## src/rtl/ansi_sgr_color_parser_top_defines.svh

```systemverilog
// ----------------------------------------------------------------------------
// ansi sgr color parser assertion macros
// Shared concurrent assertion forms used by the parser RTL.
// ----------------------------------------------------------------------------
`ifndef ANSI_SGR_COLOR_PARSER_TOP_DEFINES_SVH
`define ANSI_SGR_COLOR_PARSER_TOP_DEFINES_SVH

// same-cycle implication, disabled while reset is asserted
`define ASGR_ASSERT_NOW(lbl, clk, rst_n, ante, cons) \
    lbl: assert property (@(posedge clk) disable iff (!(rst_n)) (ante) |-> (cons)) \
        else $error("asgr assertion failed");

// next-cycle implication, disabled while reset is asserted
`define ASGR_ASSERT_NEXT(lbl, clk, rst_n, ante, cons) \
    lbl: assert property (@(posedge clk) disable iff (!(rst_n)) (ante) |=> (cons)) \
        else $error("asgr assertion failed");

`endif

```

## src/rtl/asgr_pkg.sv

```systemverilog
// ----------------------------------------------------------------------------
// asgr_pkg
// Types, character codes and the sgr code evaluation shared by the parser.
// ----------------------------------------------------------------------------
package asgr_pkg;

    typedef struct packed {
        logic [7:0] data_byte;
        logic       chunk_start;
    } t_in_item;

    typedef struct packed {
        logic [7:0] out_byte;
        logic [8:0] style_index;
        logic       last_of_run;
    } t_out_item;

    typedef enum logic [2:0] {
        MODE_TEXT = 3'b001,
        MODE_ESC  = 3'b010,
        MODE_CSI  = 3'b100
    } t_mode;

    typedef enum logic [3:0] {
        TOK_EMPTY = 4'b0001,
        TOK_WS    = 4'b0010,
        TOK_NUM   = 4'b0100,
        TOK_END   = 4'b1000
    } t_tphase;

    typedef enum logic [2:0] {
        EXT_NONE = 3'b001,
        EXT_38   = 3'b010,
        EXT_38_5 = 3'b100
    } t_xphase;

    typedef struct packed {
        t_mode      parse_mode;
        logic [8:0] committed_style;
        logic [8:0] pending_style;
        logic [8:0] token_magnitude;
        logic       token_negative;
        t_tphase    token_phase;
        t_xphase    extended_color_phase;
        logic       any_token_done;
    } t_state;

    typedef struct packed {
        logic [8:0] pending_style;
        t_xphase    extended_color_phase;
    } t_apply;

    localparam t_state STATE_RESET = '{
        parse_mode:           MODE_TEXT,
        committed_style:      9'd0,
        pending_style:        9'd0,
        token_magnitude:      9'd0,
        token_negative:       1'b0,
        token_phase:          TOK_EMPTY,
        extended_color_phase: EXT_NONE,
        any_token_done:       1'b0
    };

    localparam logic [7:0] CHR_ESC    = 8'h1B;
    localparam logic [7:0] CHR_LBRACK = 8'h5B;
    localparam logic [7:0] CHR_SEMI   = 8'h3B;
    localparam logic [7:0] CHR_M      = 8'h6D;
    localparam logic [7:0] CHR_PLUS   = 8'h2B;
    localparam logic [7:0] CHR_MINUS  = 8'h2D;
    localparam logic [7:0] CHR_SPACE  = 8'h20;
    localparam logic [7:0] CHR_ZERO   = 8'h30;
    localparam logic [7:0] CHR_NINE   = 8'h39;

    localparam logic [8:0]  MAG_MAX     = 9'd511;
    localparam logic [8:0]  SGR_FG_LO   = 9'd30;
    localparam logic [8:0]  SGR_FG_HI   = 9'd37;
    localparam logic [8:0]  SGR_BRT_LO  = 9'd90;
    localparam logic [8:0]  SGR_BRT_HI  = 9'd97;
    localparam logic [8:0]  SGR_EXT     = 9'd38;
    localparam logic [8:0]  SGR_EXT_256 = 9'd5;
    localparam logic [8:0]  COLOR_MAX   = 9'd255;
    localparam logic [8:0]  STYLE_BASE  = 9'd4;
    localparam logic [8:0]  STYLE_MAX   = 9'd259;

    // evaluate one finished sgr parameter against the tentative style
    function automatic t_apply f_apply_code(logic [8:0] mag, logic neg,
                                            logic [8:0] pend, t_xphase xp);
        t_apply r;
        logic   nonneg;
        logic   done;
        r.pending_style        = pend;
        r.extended_color_phase = xp;
        nonneg = !neg || (mag == 9'd0);
        done   = 1'b0;
        if (xp == EXT_38_5) begin
            if (nonneg && (mag <= COLOR_MAX)) begin
                r.pending_style = STYLE_BASE + mag;
            end
            r.extended_color_phase = EXT_NONE;
            done = 1'b1;
        end else if (xp == EXT_38) begin
            r.extended_color_phase = EXT_NONE;
            if (nonneg && (mag == SGR_EXT_256)) begin
                r.extended_color_phase = EXT_38_5;
                done = 1'b1;
            end
        end
        if (!done) begin
            priority if (mag == 9'd0) begin
                r.pending_style = 9'd0;
            end else if (nonneg) begin
                priority if ((mag >= SGR_FG_LO) && (mag <= SGR_FG_HI)) begin
                    r.pending_style = mag - (SGR_FG_LO - STYLE_BASE);
                end else if ((mag >= SGR_BRT_LO) && (mag <= SGR_BRT_HI)) begin
                    r.pending_style = mag - (SGR_BRT_LO - STYLE_BASE - 9'd8);
                end else if (mag == SGR_EXT) begin
                    r.extended_color_phase = EXT_38;
                end else begin
                    // other codes leave the style alone
                end
            end else begin
                // negative codes are ignored
            end
        end
        return r;
    endfunction

endpackage

```

## src/rtl/asgr_step.sv

```systemverilog
// ----------------------------------------------------------------------------
// asgr_step
// Next-state and result logic for one input byte of the sgr parser.
// ----------------------------------------------------------------------------
module asgr_step
    import asgr_pkg::*;
(
    input  t_state    i_state,
    input  t_in_item  i_item,
    output t_state    o_state,
    output t_out_item o_res0,
    output t_out_item o_res1,
    output logic [1:0] o_nres
);

    t_state      s;
    t_apply      ap;
    logic [7:0]  b;
    logic        esc_out;
    logic        emit_b;
    logic [8:0]  esc_style;
    logic        is_letter;
    logic        is_ws;
    logic        is_dig;
    logic [8:0]  dig_val;
    logic [12:0] acc;

    assign b         = i_item.data_byte;
    assign is_letter = ((b >= 8'h41) && (b <= 8'h5A)) || ((b >= 8'h61) && (b <= 8'h7A));
    assign is_ws     = (b == CHR_SPACE) || ((b >= 8'h09) && (b <= 8'h0D));
    assign is_dig    = (b >= CHR_ZERO) && (b <= CHR_NINE);
    // low nibble of an ascii digit is its value
    assign dig_val   = {5'd0, b[3:0]};
    assign acc       = {i_state.token_magnitude, 3'b000}
                     + {3'b000, i_state.token_magnitude, 1'b0}
                     + {4'd0, dig_val};
    assign esc_out   = (i_state.parse_mode == MODE_ESC)
                     && (i_item.chunk_start || (b != CHR_LBRACK));
    assign esc_style = i_state.committed_style;
    assign ap        = f_apply_code(i_state.token_magnitude, i_state.token_negative,
                                    i_state.pending_style, i_state.extended_color_phase);

    always_comb begin
        s      = i_state;
        emit_b = 1'b0;
        if (esc_out) begin
            s.parse_mode = MODE_TEXT;
        end
        // chunk reset lands after a held esc is released
        if (i_item.chunk_start) begin
            s = STATE_RESET;
        end
        unique case (s.parse_mode)
            MODE_TEXT: begin
                if (b == CHR_ESC) begin
                    s.parse_mode = MODE_ESC;
                end else begin
                    emit_b = 1'b1;
                end
            end
            MODE_ESC: begin
                s.parse_mode           = MODE_CSI;
                s.pending_style        = s.committed_style;
                s.token_magnitude      = 9'd0;
                s.token_negative       = 1'b0;
                s.token_phase          = TOK_EMPTY;
                s.extended_color_phase = EXT_NONE;
                s.any_token_done       = 1'b0;
            end
            MODE_CSI: begin
                priority if (is_letter) begin
                    if (b == CHR_M) begin
                        // trailing empty parameter after a ';' is dropped
                        if (!((s.token_phase == TOK_EMPTY) && s.any_token_done)) begin
                            s.committed_style = ap.pending_style;
                        end else begin
                            s.committed_style = s.pending_style;
                        end
                    end
                    s.parse_mode           = MODE_TEXT;
                    s.token_magnitude      = 9'd0;
                    s.token_negative       = 1'b0;
                    s.token_phase          = TOK_EMPTY;
                    s.extended_color_phase = EXT_NONE;
                    s.any_token_done       = 1'b0;
                end else if (b == CHR_SEMI) begin
                    s.pending_style        = ap.pending_style;
                    s.extended_color_phase = ap.extended_color_phase;
                    s.any_token_done       = 1'b1;
                    s.token_magnitude      = 9'd0;
                    s.token_negative       = 1'b0;
                    s.token_phase          = TOK_EMPTY;
                end else begin
                    unique case (s.token_phase)
                        TOK_EMPTY, TOK_WS: begin
                            priority if (is_ws) begin
                                s.token_phase = TOK_WS;
                            end else if ((b == CHR_PLUS) || (b == CHR_MINUS)) begin
                                s.token_negative = (b == CHR_MINUS);
                                s.token_phase    = TOK_NUM;
                            end else if (is_dig) begin
                                s.token_magnitude = dig_val;
                                s.token_phase     = TOK_NUM;
                            end else begin
                                s.token_phase = TOK_END;
                            end
                        end
                        TOK_NUM: begin
                            if (is_dig) begin
                                s.token_magnitude = (acc > {4'd0, MAG_MAX}) ? MAG_MAX
                                                                            : acc[8:0];
                            end else begin
                                s.token_phase = TOK_END;
                            end
                        end
                        TOK_END: begin
                        end
                        default: begin
                            s.token_phase = TOK_END;
                        end
                    endcase
                end
            end
            default: begin
                s = STATE_RESET;
            end
        endcase
    end

    assign o_state = s;

    always_comb begin
        o_res1.out_byte    = b;
        o_res1.style_index = s.committed_style;
        o_res1.last_of_run = 1'b1;
        if (esc_out) begin
            o_res0.out_byte    = CHR_ESC;
            o_res0.style_index = esc_style;
            o_res0.last_of_run = !emit_b;
        end else begin
            o_res0 = o_res1;
        end
    end

    assign o_nres = {1'b0, esc_out} + {1'b0, emit_b};

endmodule

```

## src/rtl/ansi_sgr_color_parser_top.sv

```systemverilog
// ----------------------------------------------------------------------------
// ansi_sgr_color_parser_top
// Strips ansi csi escape sequences from a byte stream and tags text bytes
// with the committed sgr color style.
// ----------------------------------------------------------------------------
// One byte is taken per clock while the output does not stall. A byte is
// registered into s1 on transfer and evaluated once the result buffer
// drains; its results are registered in the result buffer and offered from
// there. A byte that releases a held esc together with itself yields two
// results; the single result port offers them one by one and the input
// stalls meanwhile. Other bytes yield one result or none.
`include "ansi_sgr_color_parser_top_defines.svh"

module ansi_sgr_color_parser_top
    import asgr_pkg::*;
(
    input  logic      i_clk,
    input  logic      i_rst_n,
    input  logic      i_in_valid,
    output logic      o_in_stall,
    input  t_in_item  i_in_data,
    output logic      o_out_valid,
    input  logic      i_out_stall,
    output t_out_item o_out_data
);

    logic       r_s1_valid;
    t_in_item   r_s1_item;
    t_state     r_state;
    t_state     n_state;
    t_out_item  r_buf [2];
    logic [1:0] r_cnt;
    t_out_item  step_res0;
    t_out_item  step_res1;
    logic [1:0] step_nres;
    logic       pop;
    logic       s1_take;
    logic       in_xfer;

    asgr_step u_step (
        .i_state (r_state),
        .i_item  (r_s1_item),
        .o_state (n_state),
        .o_res0  (step_res0),
        .o_res1  (step_res1),
        .o_nres  (step_nres)
    );

    assign o_out_valid = (r_cnt != 2'd0);
    assign o_out_data  = r_buf[0];
    assign pop         = o_out_valid && !i_out_stall;
    // evaluate only when the result buffer drains this cycle
    assign s1_take     = r_s1_valid && ((r_cnt == 2'd0) || ((r_cnt == 2'd1) && pop));
    assign o_in_stall  = r_s1_valid && !s1_take;
    assign in_xfer     = i_in_valid && !o_in_stall;

    always_ff @(posedge i_clk) begin
        if (!i_rst_n) begin
            r_s1_valid <= 1'b0;
        end else if (in_xfer) begin
            r_s1_valid <= 1'b1;
        end else if (s1_take) begin
            r_s1_valid <= 1'b0;
        end
    end

    always_ff @(posedge i_clk) begin
        if (in_xfer) begin
            r_s1_item <= i_in_data;
        end
    end

    always_ff @(posedge i_clk) begin
        if (!i_rst_n) begin
            r_state <= STATE_RESET;
        end else if (s1_take) begin
            r_state <= n_state;
        end
    end

    always_ff @(posedge i_clk) begin
        if (!i_rst_n) begin
            r_cnt <= 2'd0;
        end else if (s1_take) begin
            r_cnt <= step_nres;
        end else if (pop) begin
            r_cnt <= r_cnt - 2'd1;
        end
    end

    always_ff @(posedge i_clk) begin
        if (s1_take) begin
            r_buf[0] <= step_res0;
            r_buf[1] <= step_res1;
        end else if (pop) begin
            r_buf[0] <= r_buf[1];
        end
    end

    `ASGR_ASSERT_NOW(a_pair_order, i_clk, i_rst_n, r_cnt == 2'd2, !r_buf[0].last_of_run)
    `ASGR_ASSERT_NOW(a_style_range, i_clk, i_rst_n, o_out_valid,
                     o_out_data.style_index <= STYLE_MAX)
    `ASGR_ASSERT_NEXT(a_style_hold, i_clk, i_rst_n, !s1_take,
                      $stable(r_state.committed_style))
    `ASGR_ASSERT_NOW(a_stall_cause, i_clk, i_rst_n, o_in_stall,
                     r_s1_valid && (r_cnt != 2'd0))

endmodule

```

## config.mk

```make
export PLATFORM = sky130hd
export DESIGN_NAME = ansi_sgr_color_parser_top
export DESIGN_NICKNAME = d
export VERILOG_FILES = /design/src/rtl/asgr_pkg.sv /design/src/rtl/asgr_step.sv /design/src/rtl/ansi_sgr_color_parser_top.sv
export VERILOG_INCLUDE_DIRS = /design/src /design/src/rtl
export SDC_FILE = /design/constraint.sdc
export NUM_CORES = 1
export LEC_CHECK = 0
export BUFFER_PORTS_ARGS = -buffer_cell sky130_fd_sc_hd__buf_2
export CORE_MARGIN = 2
export CORE_UTILIZATION = 67
export CTS_CLUSTER_DIAMETER = 200
export CTS_CLUSTER_SIZE = 8
export DETAILED_ROUTE_END_ITERATION = 8
export GPL_TIMING_DRIVEN = 0
export PLACE_DENSITY = 0.86
export SYNTH_ARGS = -nofsm -noshare
export SYNTH_HDL_FRONTEND = slang
export SYNTH_SLANG_ARGS = --single-unit
export TNS_END_PERCENT = 100
```

## constraint.sdc

```tcl
create_clock -name i_clk -period 4.8 [get_ports i_clk]
set_input_delay 0.24 -clock i_clk [delete_from_list [all_inputs] [get_ports i_clk]]
set_output_delay 0.24 -clock i_clk [all_outputs]
set_load 0.05 [all_outputs]
```

# Word-level counts from Yosys, hierarchy flattened
# Memories as Yosys holds them, arrays and structs flattened.
# Cells that the tools add are included.
# word_totals
register_bits,51
memories,1
output_inout_bits,20
ram_bits,36
# memory_table
memory,depth,word_bits,rd,rd_ports_with_merged_regs,wr,line,rtl
r_buf,2,18,2,0,2,ansi_sgr_color_parser_top.sv:31,t_out_item r_buf [2];
# op_classes
reduce_logical,33
n_lt_le_gt_ge,14
add_sub_neg,7
eq_ne,20
n_mux,57
bitwise,1
# op_table
op,n
9-bit 2-to-1 mux,13
27-bit case mux with 3 select lines,1
18-bit 2-to-1 mux,3
39-bit 2-to-1 mux,1
12-bit 2-to-1 mux,3
9-bit case mux with 2 select lines,2
8-bit by 6-bit equality test with 1-bit output (second input constant),4
3-bit 2-to-1 mux,9
4-bit 2-to-1 mux,5
8-bit by 7-bit >= comparator with 1-bit output (second input constant),2
8-bit by 7-bit less-or-equal comparator with 1-bit output (second input constant),2
1-bit logical AND,15
1-bit 2-to-1 mux,14
14-bit 2-to-1 mux,1
12-bit by 10-bit adder with 13-bit output,1
13-bit by 4-bit adder with 13-bit output,1
13-bit by 9-bit greater-than comparator with 1-bit output (second input constant),1
4-bit case mux with 3 select lines,1
10-bit 2-to-1 mux,1
3-bit by 9-bit adder with 9-bit output (first input constant),1
3-bit by 2-bit equality test with 1-bit output (second input constant),3
9-bit by 3-bit equality test with 1-bit output (second input constant),1
9-bit by 6-bit equality test with 1-bit output (second input constant),1
9-bit by 5-bit >= comparator with 1-bit output (second input constant),1
31 further kinds,45

# Longest topological paths before layout
# Gate-level depths: netlist of run 1.
# logic_depth
depth_word,18
ltp_mapped,12
ltp_nobuf,12

# Hierarchy
# A second synthesis of run 1 with hierarchy kept.
# hier_totals
hier_cells,737
hier_area_um2,6453.7
# by_module_without_submodules
module,instances,cells_each,area_each_um2,seq_area_each_um2
ansi_sgr_color_parser_top,1,262,3407.0,2192.1
asgr_step,1,475,3046.7,0.0

# Worst setup path after synthesis of run 1
# No wires, ideal clock.
# synth_path
path_kind,flip-flop to flip-flop
startpoint,register r_s1_item[4] (netlist bit)
endpoint,register r_state[9] (netlist bit)
required_ns,4.736
t_arrival_ns,2.965
stages_incl_launch_ff,12
period_less_slack_ns,3.030
slack_ns,1.770
cell_sequence,edfxtp_1 -> fa_1 -> inv_1 -> fa_1 -> nor2b_1 -> o21ai_0 -> a21oi_1 -> nor3b_1 -> o31ai_1 -> a311o_1 -> a22oi_1 -> nor2_1
# synth_between
elab_chain_cells,9
# synth_lines
element,line,rtl
start: declaration,ansi_sgr_color_parser_top.sv:28,t_in_item r_s1_item;
start signal: assignment,ansi_sgr_color_parser_top.sv:69,r_s1_item <= i_in_data;
branches (longest 8 deep; another with 13-bit by 4-bit adder with 13-bit output),n/a,
27-bit case mux with 3 select lines (*),asgr_step.sv:53,unique case (s.parse_mode)
end signal: assignment,ansi_sgr_color_parser_top.sv:77,r_state <= n_state;
end: declaration,ansi_sgr_color_parser_top.sv:29,t_state r_state;
# Every way passes the cells marked *.
# A chain may end at the register's enable or synchronous reset.

==> summary.md, run 1 <==
| Metric | Value |
|---|---|
| Status | `complete, no violations` |
| Die span in y | `96.4 um` |
| Multi-input logic area | `3300 um^2` |
| Drt first pass iters | `6` |
| Worst-Margin Slew | `1180 ps` |
| Fmax | `265 MHz` |
| Setup-failing EPs final | `0` |
| Synthesis-to-finish area growth | `8.03%` |
| DR DRC count | `0` |
| Ant. Diodes | `0` |
| Synth Area per Inst | `8.67 um^2` |
| Max cap viols | `0` |
| Final Hold Viols | `0` |
| DRT iter0 DRCs | `711` |
| Remaining global-route overflow | `0` |
| WL met3 | `1.58 mm` |
| Final critical-path setup slack | `1020 ps` |
| Starting Density | `69.3%` |
| Synth Area in XOR/XNOR | `1.68%` |
| Reg2Reg Setup Slack | `1020 ps` |
| Yosys warning total | `0` |
| RSZ-0062 raised after global routing | `false` |
| CP Data Required Time | `4900 ps` |
| Layout Cells excl Fill | `812` |
| Post-synthesis cell type count | `73` |
| Hpwl dp | `11.7 mm` |
| Clk sinks | `86` |
| Dpl cells | `796` |
| Worst slack at placement | `1130 ps` |
| Sequential area share after synthesis | `37.8%` |
| ANT nets after route | `0` |
| Simple-Gate Fraction of Synth Area | `22.1%` |
| Cells on Worst Hold Path | `1` |
| Multiplexer share of the synthesized area | `1.79%` |
| Critical path arrival | `3880 ps` |
| Setup Buffers After CTS | `0` |
| PortBufs | `31` |
| Wire per inst | `19.9 um` |
| Hold Slack | `46.4 ps` |
| Highest Signal Layer | `met4` |
| H-tree depth | `3` |
| Synth Net Count | `705` |
| Final Cycle Share | `78.7%` |
| Pwr dens | `281 nW/um^2` |
| Slew margin rel. | `21.1%` |
| Site row count | `33` |
| Clk_skew | `7.27 ps` |
| Reg2reg path depth | `11` |
| Vias/cell | `6.96` |
| Vias | `5655` |
| Crit path launch type | `flip-flop` |
| Post-synthesis compound-gate area fraction | `24.9%` |
| Clk root buf | `clkbuf_8` |
| Commonest non-fill, non-tap cell in the layout | `nand2_1` |
| Worst skew pair latency | `360 ps` |
| Initial antenna violation count | `0` |
| CTS max path bufs | `2` |
| Post-CTS Resized | `0` |
| Synth Register Bits | `86` |
| Main combinational cell family by area after synthesis | `compound AO/OA/AOI/OAI gates` |
| Post-cts hold buffer count | `0` |
| Largest fanout on the critical path | `10` |
| CTS tree | `yes` |
| GP Congestion | `1.01` |
| # fillers | `626` |
| Worst VDD drop | `142 uV` |
| Register Area | `2160 um^2` |
| Fin Setup TNS | `0 ps` |
| Post-synth top flop | `edfxtp_1` |
| CTS buffer count | `9` |
| CP endpoint kind | `flip-flop` |
| Post-layout nets | `747` |
| Chip Width | `96.4 um` |
| CTS clk-pin slew, worst paths | `90 ps` |
| Die area | `9290 um^2` |
| Hold WC Path Type | `input pin to flip-flop` |
| Leakage | `0.00234 uW` |
| Core area | `8260 um^2` |
| EDFF count, synth | `44` |
| Share of cells above drive strength 1 | `10.7%` |
| Total Routed Length | `16.1 mm` |
| Commonest cells after routing, fill and taps aside | `nand2_1 (81), nor2_1 (60), o21ai_0 (52)` |
| Gr usage total | `35.8%` |
| Met2 WL | `7.59 mm` |
| M1 WL | `6.37 mm` |
| Post-synthesis adder-cell area fraction | `7.26%` |
| Post-Synthesis Cells | `660` |
| Async SR Flop Fraction | `0%` |
| Number of global-route vias before repair | `5347` |
| Fin crit period | `3780 ps` |
| Critical path class | `flip-flop to flip-flop` |
| Largest net degree at the start of global routing | `27` |
| First-pass GRT wire length | `25.8 mm` |
| Area of the mapped netlist | `5720 um^2` |
| Max-slew violation count | `0` |
| IO Count | `33` |
[through the flow]
stage / utilization (%) / instance area (um^2) / power (uW)
after detailed placement: 72.8 / 6010 / 1270
after global placement: 72.8 / 6010 / 1250
final: 74.8 / 6180 / 1730
after CTS: 74.8 / 6180 / 1720
after global routing: 74.8 / 6180 / 1790
after floorplan: - / 5720 / 1170
[kinds of logic after synthesis]
group	Yosys count
AND/OR/NAND/NOR	250
AO/OA/AOI/OAI	211
flip-flops	86
buffers and inverters	60
adder cells (fa/ha/maj)	32
XOR/XNOR	11
multiplexers	10
[area by class of cell]
cell class                 count  area share [%]
multi-input combinational    514            53.4
sequential                    86            35.0
timing repair buffer          31            2.51
buffer                        32            2.45
tap                          105            2.13
clock buffer                  10            2.06
inverter                      28            1.70
clock inverter                 6           0.729
[critical path, cell delays in order, from the launching register on]
cell       delay [ps]
dfxtp_1           590
buf_2             320
inv_1             190
ha_1              240
a2111oi_0         440
a311o_1           290
nand2_1           130
a21oi_1           390
o31ai_1           190
a22oi_1           400
a2bb2oi_1         240
a21oi_1            90
[state kept, by name, indices dropped and copies added, names as in the netlist]
name,flops
r_state,39
r_s1_valid,1
r_buf,35
r_cnt,2
r_s1_item,9
[synthesized netlist by cell type (all sizes together), types with 5 or more instances]
cell type	n	area share, %
a22o	5	0.77
and3	6	0.66
a211oi	9	1.4
xnor2	7	1.1
and2	9	0.98
or2	5	0.55
a32oi	8	1.2
a21o	5	0.66
mux2i	8	1.4
o22ai	10	1.1
nand2b	6	0.66
clkbuf	21	1.4
nor3	12	1.0
a22oi	6	0.79
nor4	5	0.81
nand4	9	0.98
a21boi	8	1.0
ha	30	6.6
o21ai	54	4.7
nand3	21	1.8
a32o	5	0.87
a21oi	44	3.9
nor2b	15	1.6
o31ai	7	0.92
buf	11	1.3
edfxtp	44	23
inv	28	1.8
nor2	60	3.9
nand2	81	5.3
a31oi	7	0.87
dfxtp	42	15
[power by group]
part / internal [uW] / total [uW] / switching [uW]
combinational: 88.8 / 379 / 290
clock: 191 / 470 / 280
sequential: 850 / 884 / 33.9
[final timing paths]
path / start / end
setup / recovery: r_state[10] / r_buf[0][6]
hold reg to reg: r_s1_item[5] / r_buf[1][14]
hold / removal: i_in_data[6] / r_s1_item[6]
setup reg to reg: r_state[10] / r_buf[0][6]
[routing by layer]
layer | vias up | GRT usage [%]
met3 | 71 | 5.74
met4 | 0 | 16.5
met1 | 2624 | 46.0
met5 | - | 0
li1 | 2542 | -
met2 | 418 | 59.3
(Power assumes the default switching activity.)
==> inputs of run 2 (changes only) <==
Settings changed: ABC_AREA set to 1, CORE_UTILIZATION 67 to 63, PLACE_DENSITY 0.86 to 0.82.
Clock period 4.8 ns to 3.95 ns, I/O delays scaled along.
==> summary.md, run 2 <==
| Metric | Value |
|---|---|
| Synth Net Count | `1051 (was 705)` |
| CTS tree | `yes (unchanged)` |
| Leakage | `0.00334 uW (was 0.00234 uW)` |
| Crit path launch type | `flip-flop (unchanged)` |
| Worst-Margin Slew | `782 ps (was 1180 ps)` |
| Critical path class | `flip-flop to flip-flop (unchanged)` |
| First-pass GRT wire length | `29.7 mm (was 25.8 mm)` |
| Synth Area per Inst | `6.49 um^2 (was 8.67 um^2)` |
| Synthesis-to-finish area growth | `9.64% (was 8.03%)` |
| Pwr dens | `435 nW/um^2 (was 281 nW/um^2)` |
| Post-synth top flop | `edfxtp_1 (unchanged)` |
| Yosys top cell by area | `edfxtp_1 (unchanged)` |
| Top cells by area, synth | `edfxtp_1 (20%), nand2_1 (19%), dfxtp_1 (13%) (was edfxtp_1 (23%), dfxtp_1 (15%), ha_1 (6.6%))` |
| Starting Density | `64.1% (was 69.3%)` |
| Sequential area share after synthesis | `33.1% (was 37.8%)` |
| Vias/cell | `5.69 (was 6.96)` |
| Final Util | `70.3% (was 74.8%)` |
| Synth cell count leaders | `nand2_1 (329), nor2_1 (114), inv_1 (108) (was nand2_1 (81), nor2_1 (60), o21ai_0 (52))` |
| Synth Register Bits | `86 (unchanged)` |
| Slew margin rel. | `47.7% (was 21.1%)` |
| Chip Width | `106 um (was 96.4 um)` |
| Total Routed Length | `17.9 mm (was 16.1 mm)` |
| Worst skew pair latency | `380 ps (was 360 ps)` |
| CTS max path bufs | `2 (unchanged)` |
| CP endpoint kind | `flip-flop (unchanged)` |
| Clk pwr share | `22.5% (was 27.1%)` |
| Area of the mapped netlist | `6530 um^2 (was 5720 um^2)` |
| Post-CTS Resized | `0 (unchanged)` |
| Max-slew violation count | `0 (unchanged)` |
| Hpwl dp | `13.2 mm (was 11.7 mm)` |
| CTS clk-pin slew, worst paths | `100 ps (was 90 ps)` |
| Setup-failing EPs final | `0 (unchanged)` |
| Gr usage total | `33.0% (was 35.8%)` |
| Wire per inst | `14.9 um (was 19.9 um)` |
| Largest net degree at the start of global routing | `27 (unchanged)` |
| Fmax | `311 MHz (was 265 MHz)` |
| Final Cycle Share | `81.5% (was 78.7%)` |
| Status | `complete, no violations (unchanged)` |
| Initial antenna violation count | `0 (unchanged)` |
| Ant. Diodes | `0 (unchanged)` |
| H-tree depth | `3 (unchanged)` |
| EDFF count, synth | `44 (unchanged)` |
| CTS buffer count | `9 (unchanged)` |
| Area share of the largest cell type after synthesis | `20.2% (was 23.1%)` |
| Largest fanout on the critical path | `9 (was 10)` |
| Yosys warning total | `0 (unchanged)` |
| Clk_skew | `15.1 ps (was 7.27 ps)` |
| Worst VDD drop | `321 uV (was 142 uV)` |
| Fin Setup TNS | `0 ps (unchanged)` |
| GP Congestion | `0.957 (was 1.01)` |
| Hold WC Path Type | `input pin to flip-flop (unchanged)` |
| Clk root buf | `clkbuf_8 (unchanged)` |
| Design internal power | `1790 uW (was 1130 uW)` |
| Biggest regs | `r_state (39), r_buf (35), r_s1_item (9) (unchanged)` |
| Post-synthesis cell type count | `42 (was 73)` |
| Die span in y | `106 um (was 96.4 um)` |
| Die area | `11200 um^2 (was 9290 um^2)` |
| Post-layout nets | `1102 (was 747)` |
| RSZ-0062 raised after global routing | `false (unchanged)` |
| Max cap viols | `0 (unchanged)` |
| Hold Slack | `10.7 ps (was 46.4 ps)` |
| Top-count cell post-synth | `nand2_1 (unchanged)` |
| Share of cells above drive strength 1 | `8.76% (was 10.7%)` |
| Core area | `10200 um^2 (was 8260 um^2)` |
| Clk sinks | `86 (unchanged)` |
| Vias | `6821 (was 5655)` |
| Net Switching | `1330 uW (was 604 uW)` |
| Fin crit period | `3220 ps (was 3780 ps)` |
| PortBufs | `32 (was 31)` |
| Post-Synthesis Cells | `1006 (was 660)` |
| DRT iter0 DRCs | `653 (was 711)` |
| Commonest non-fill, non-tap cell in the layout | `nand2_1 (unchanged)` |
| ANT nets after route | `0 (unchanged)` |
| Biggest register | `r_state (unchanged)` |
| Commonest cells after routing, fill and taps aside | `nand2_1 (329), nor2_1 (114), inv_1 (108) (was nand2_1 (81), nor2_1 (60), o21ai_0 (52))` |
| Logic gate share of total power | `37.8% (was 21.9%)` |
| CP Data Required Time | `4190 ps (was 4900 ps)` |
| Site row count | `37 (was 33)` |
| Reg2Reg Setup Slack | `730 ps (was 1020 ps)` |
| Async SR Flop Fraction | `0% (unchanged)` |
| Remaining global-route overflow | `0 (unchanged)` |
| Flop pwr share | `39.8% (was 51.0%)` |
| DR DRC count | `0 (unchanged)` |
| Largest register FFs | `39 (unchanged)` |
| Critical path arrival | `3460 ps (was 3880 ps)` |
| Sw Ratio | `42.5% (was 34.8%)` |
| Number of global-route vias before repair | `6176 (was 5347)` |
| Final Hold Viols | `0 (unchanged)` |
| Drt first pass iters | `8 (was 6)` |
| IO Count | `33 (unchanged)` |
## run 2: cell count changes after synthesis, moves of 9 or more
cell / previous run / this run
and2_1: 9 / 0
nor2b_1: 15 / 0
inv_1: 28 / 108
a21oi_1: 43 / 72
inv_2: 0 / 9
nand3_1: 21 / 70
nand2_1: 81 / 329
nand2_2: 0 / 9
nor2_1: 60 / 114
o21ai_0: 52 / 61
## run 2: power by group through the flow
stage	combinational (uW)	clock [uW]	sequential, uW
after floorplan	607	0	1520
after global placement	1130	0	1260
after detailed placement	1150	0	1260
after CTS	1160	697	1240
after global routing	1280	734	1260
final	1180	700	1240
## run 2: stage by stage
| step | std cells | area [um^2] | power [uW] | setup slack (ps) |
|---|---|---|---|---|
| 6_report | 1198 | 7160 | 3120 | 730 |
| 3_3_place_gp | 1174 | 6860 | 2390 | 795 |
| 5_1_grt | 1198 | 7160 | 3270 | 377 |
| 3_5_place_dp | 1174 | 6860 | 2410 | 748 |
| 4_1_cts | 1196 | 7140 | 3100 | 747 |
| 2_1_floorplan | 1006 | 6530 | 2120 | 1220 |
## run 2: metal layers
| metal | track usage (%) | wire length [um] | vias to the layer above |
|---|---|---|---|
| met5 | 0 | 0 | - |
| met4 | 12.6 | 464 | 0 |
| met3 | 5.88 | 1420 | 43 |
| met2 | 53.9 | 8320 | 333 |
| met1 | 43.8 | 7660 | 3076 |
| li1 | - | - | 3369 |
## run 2: worst paths after layout
path                            depth (start not counted)         start      endpoint
worst max-delay path                                   15  r_s1_item[4]   r_state[15]
worst min-delay path                                    1  i_in_data[2]  r_s1_item[2]
worst min register to register                          2   r_state[20]   r_state[20]
worst max register to register                         15  r_s1_item[4]   r_state[15]
## run 2: logic make-up after synthesis
logic type,share of synthesized area (%)
AO/OA/AOI/OAI,14.5
XOR/XNOR,1.48
adder cells (fa/ha/maj),6.36
buffers and inverters,9.10
flip-flops,33.1
AND/OR/NAND/NOR,35.5
## run 2: final cells by class
cell class	count	area, um^2
Tap cell	136	170
Multi-Input combinational cell	770	3770
Timing Repair Buffer	40	240
Clock inverter	7	95.1
Inverter	119	447
Fill cell	915	3020
Sequential cell	86	2160
Buffer	31	148
Clock buffer	9	124
## run 2: worst max-delay path: stages, from the launching register on
cell and delay, ps:
edfxtp_1 570, fa_1 640, inv_1 70, fa_1 460, o21ai_0 320, nand2_1 90
nand2_1 90, o21ai_0 80, inv_1 150, nand2_1 130, o21ai_0 200, nand2_1 70
nand2_1 60, nand2_1 60, nand2_1 60, a21oi_1 60
## run 2: what timing repair did
action | in CTS | in global routing
setup buffers | 0 | 0
hold endpoints to repair | 6 | 2
hold buffers | 6 | 2
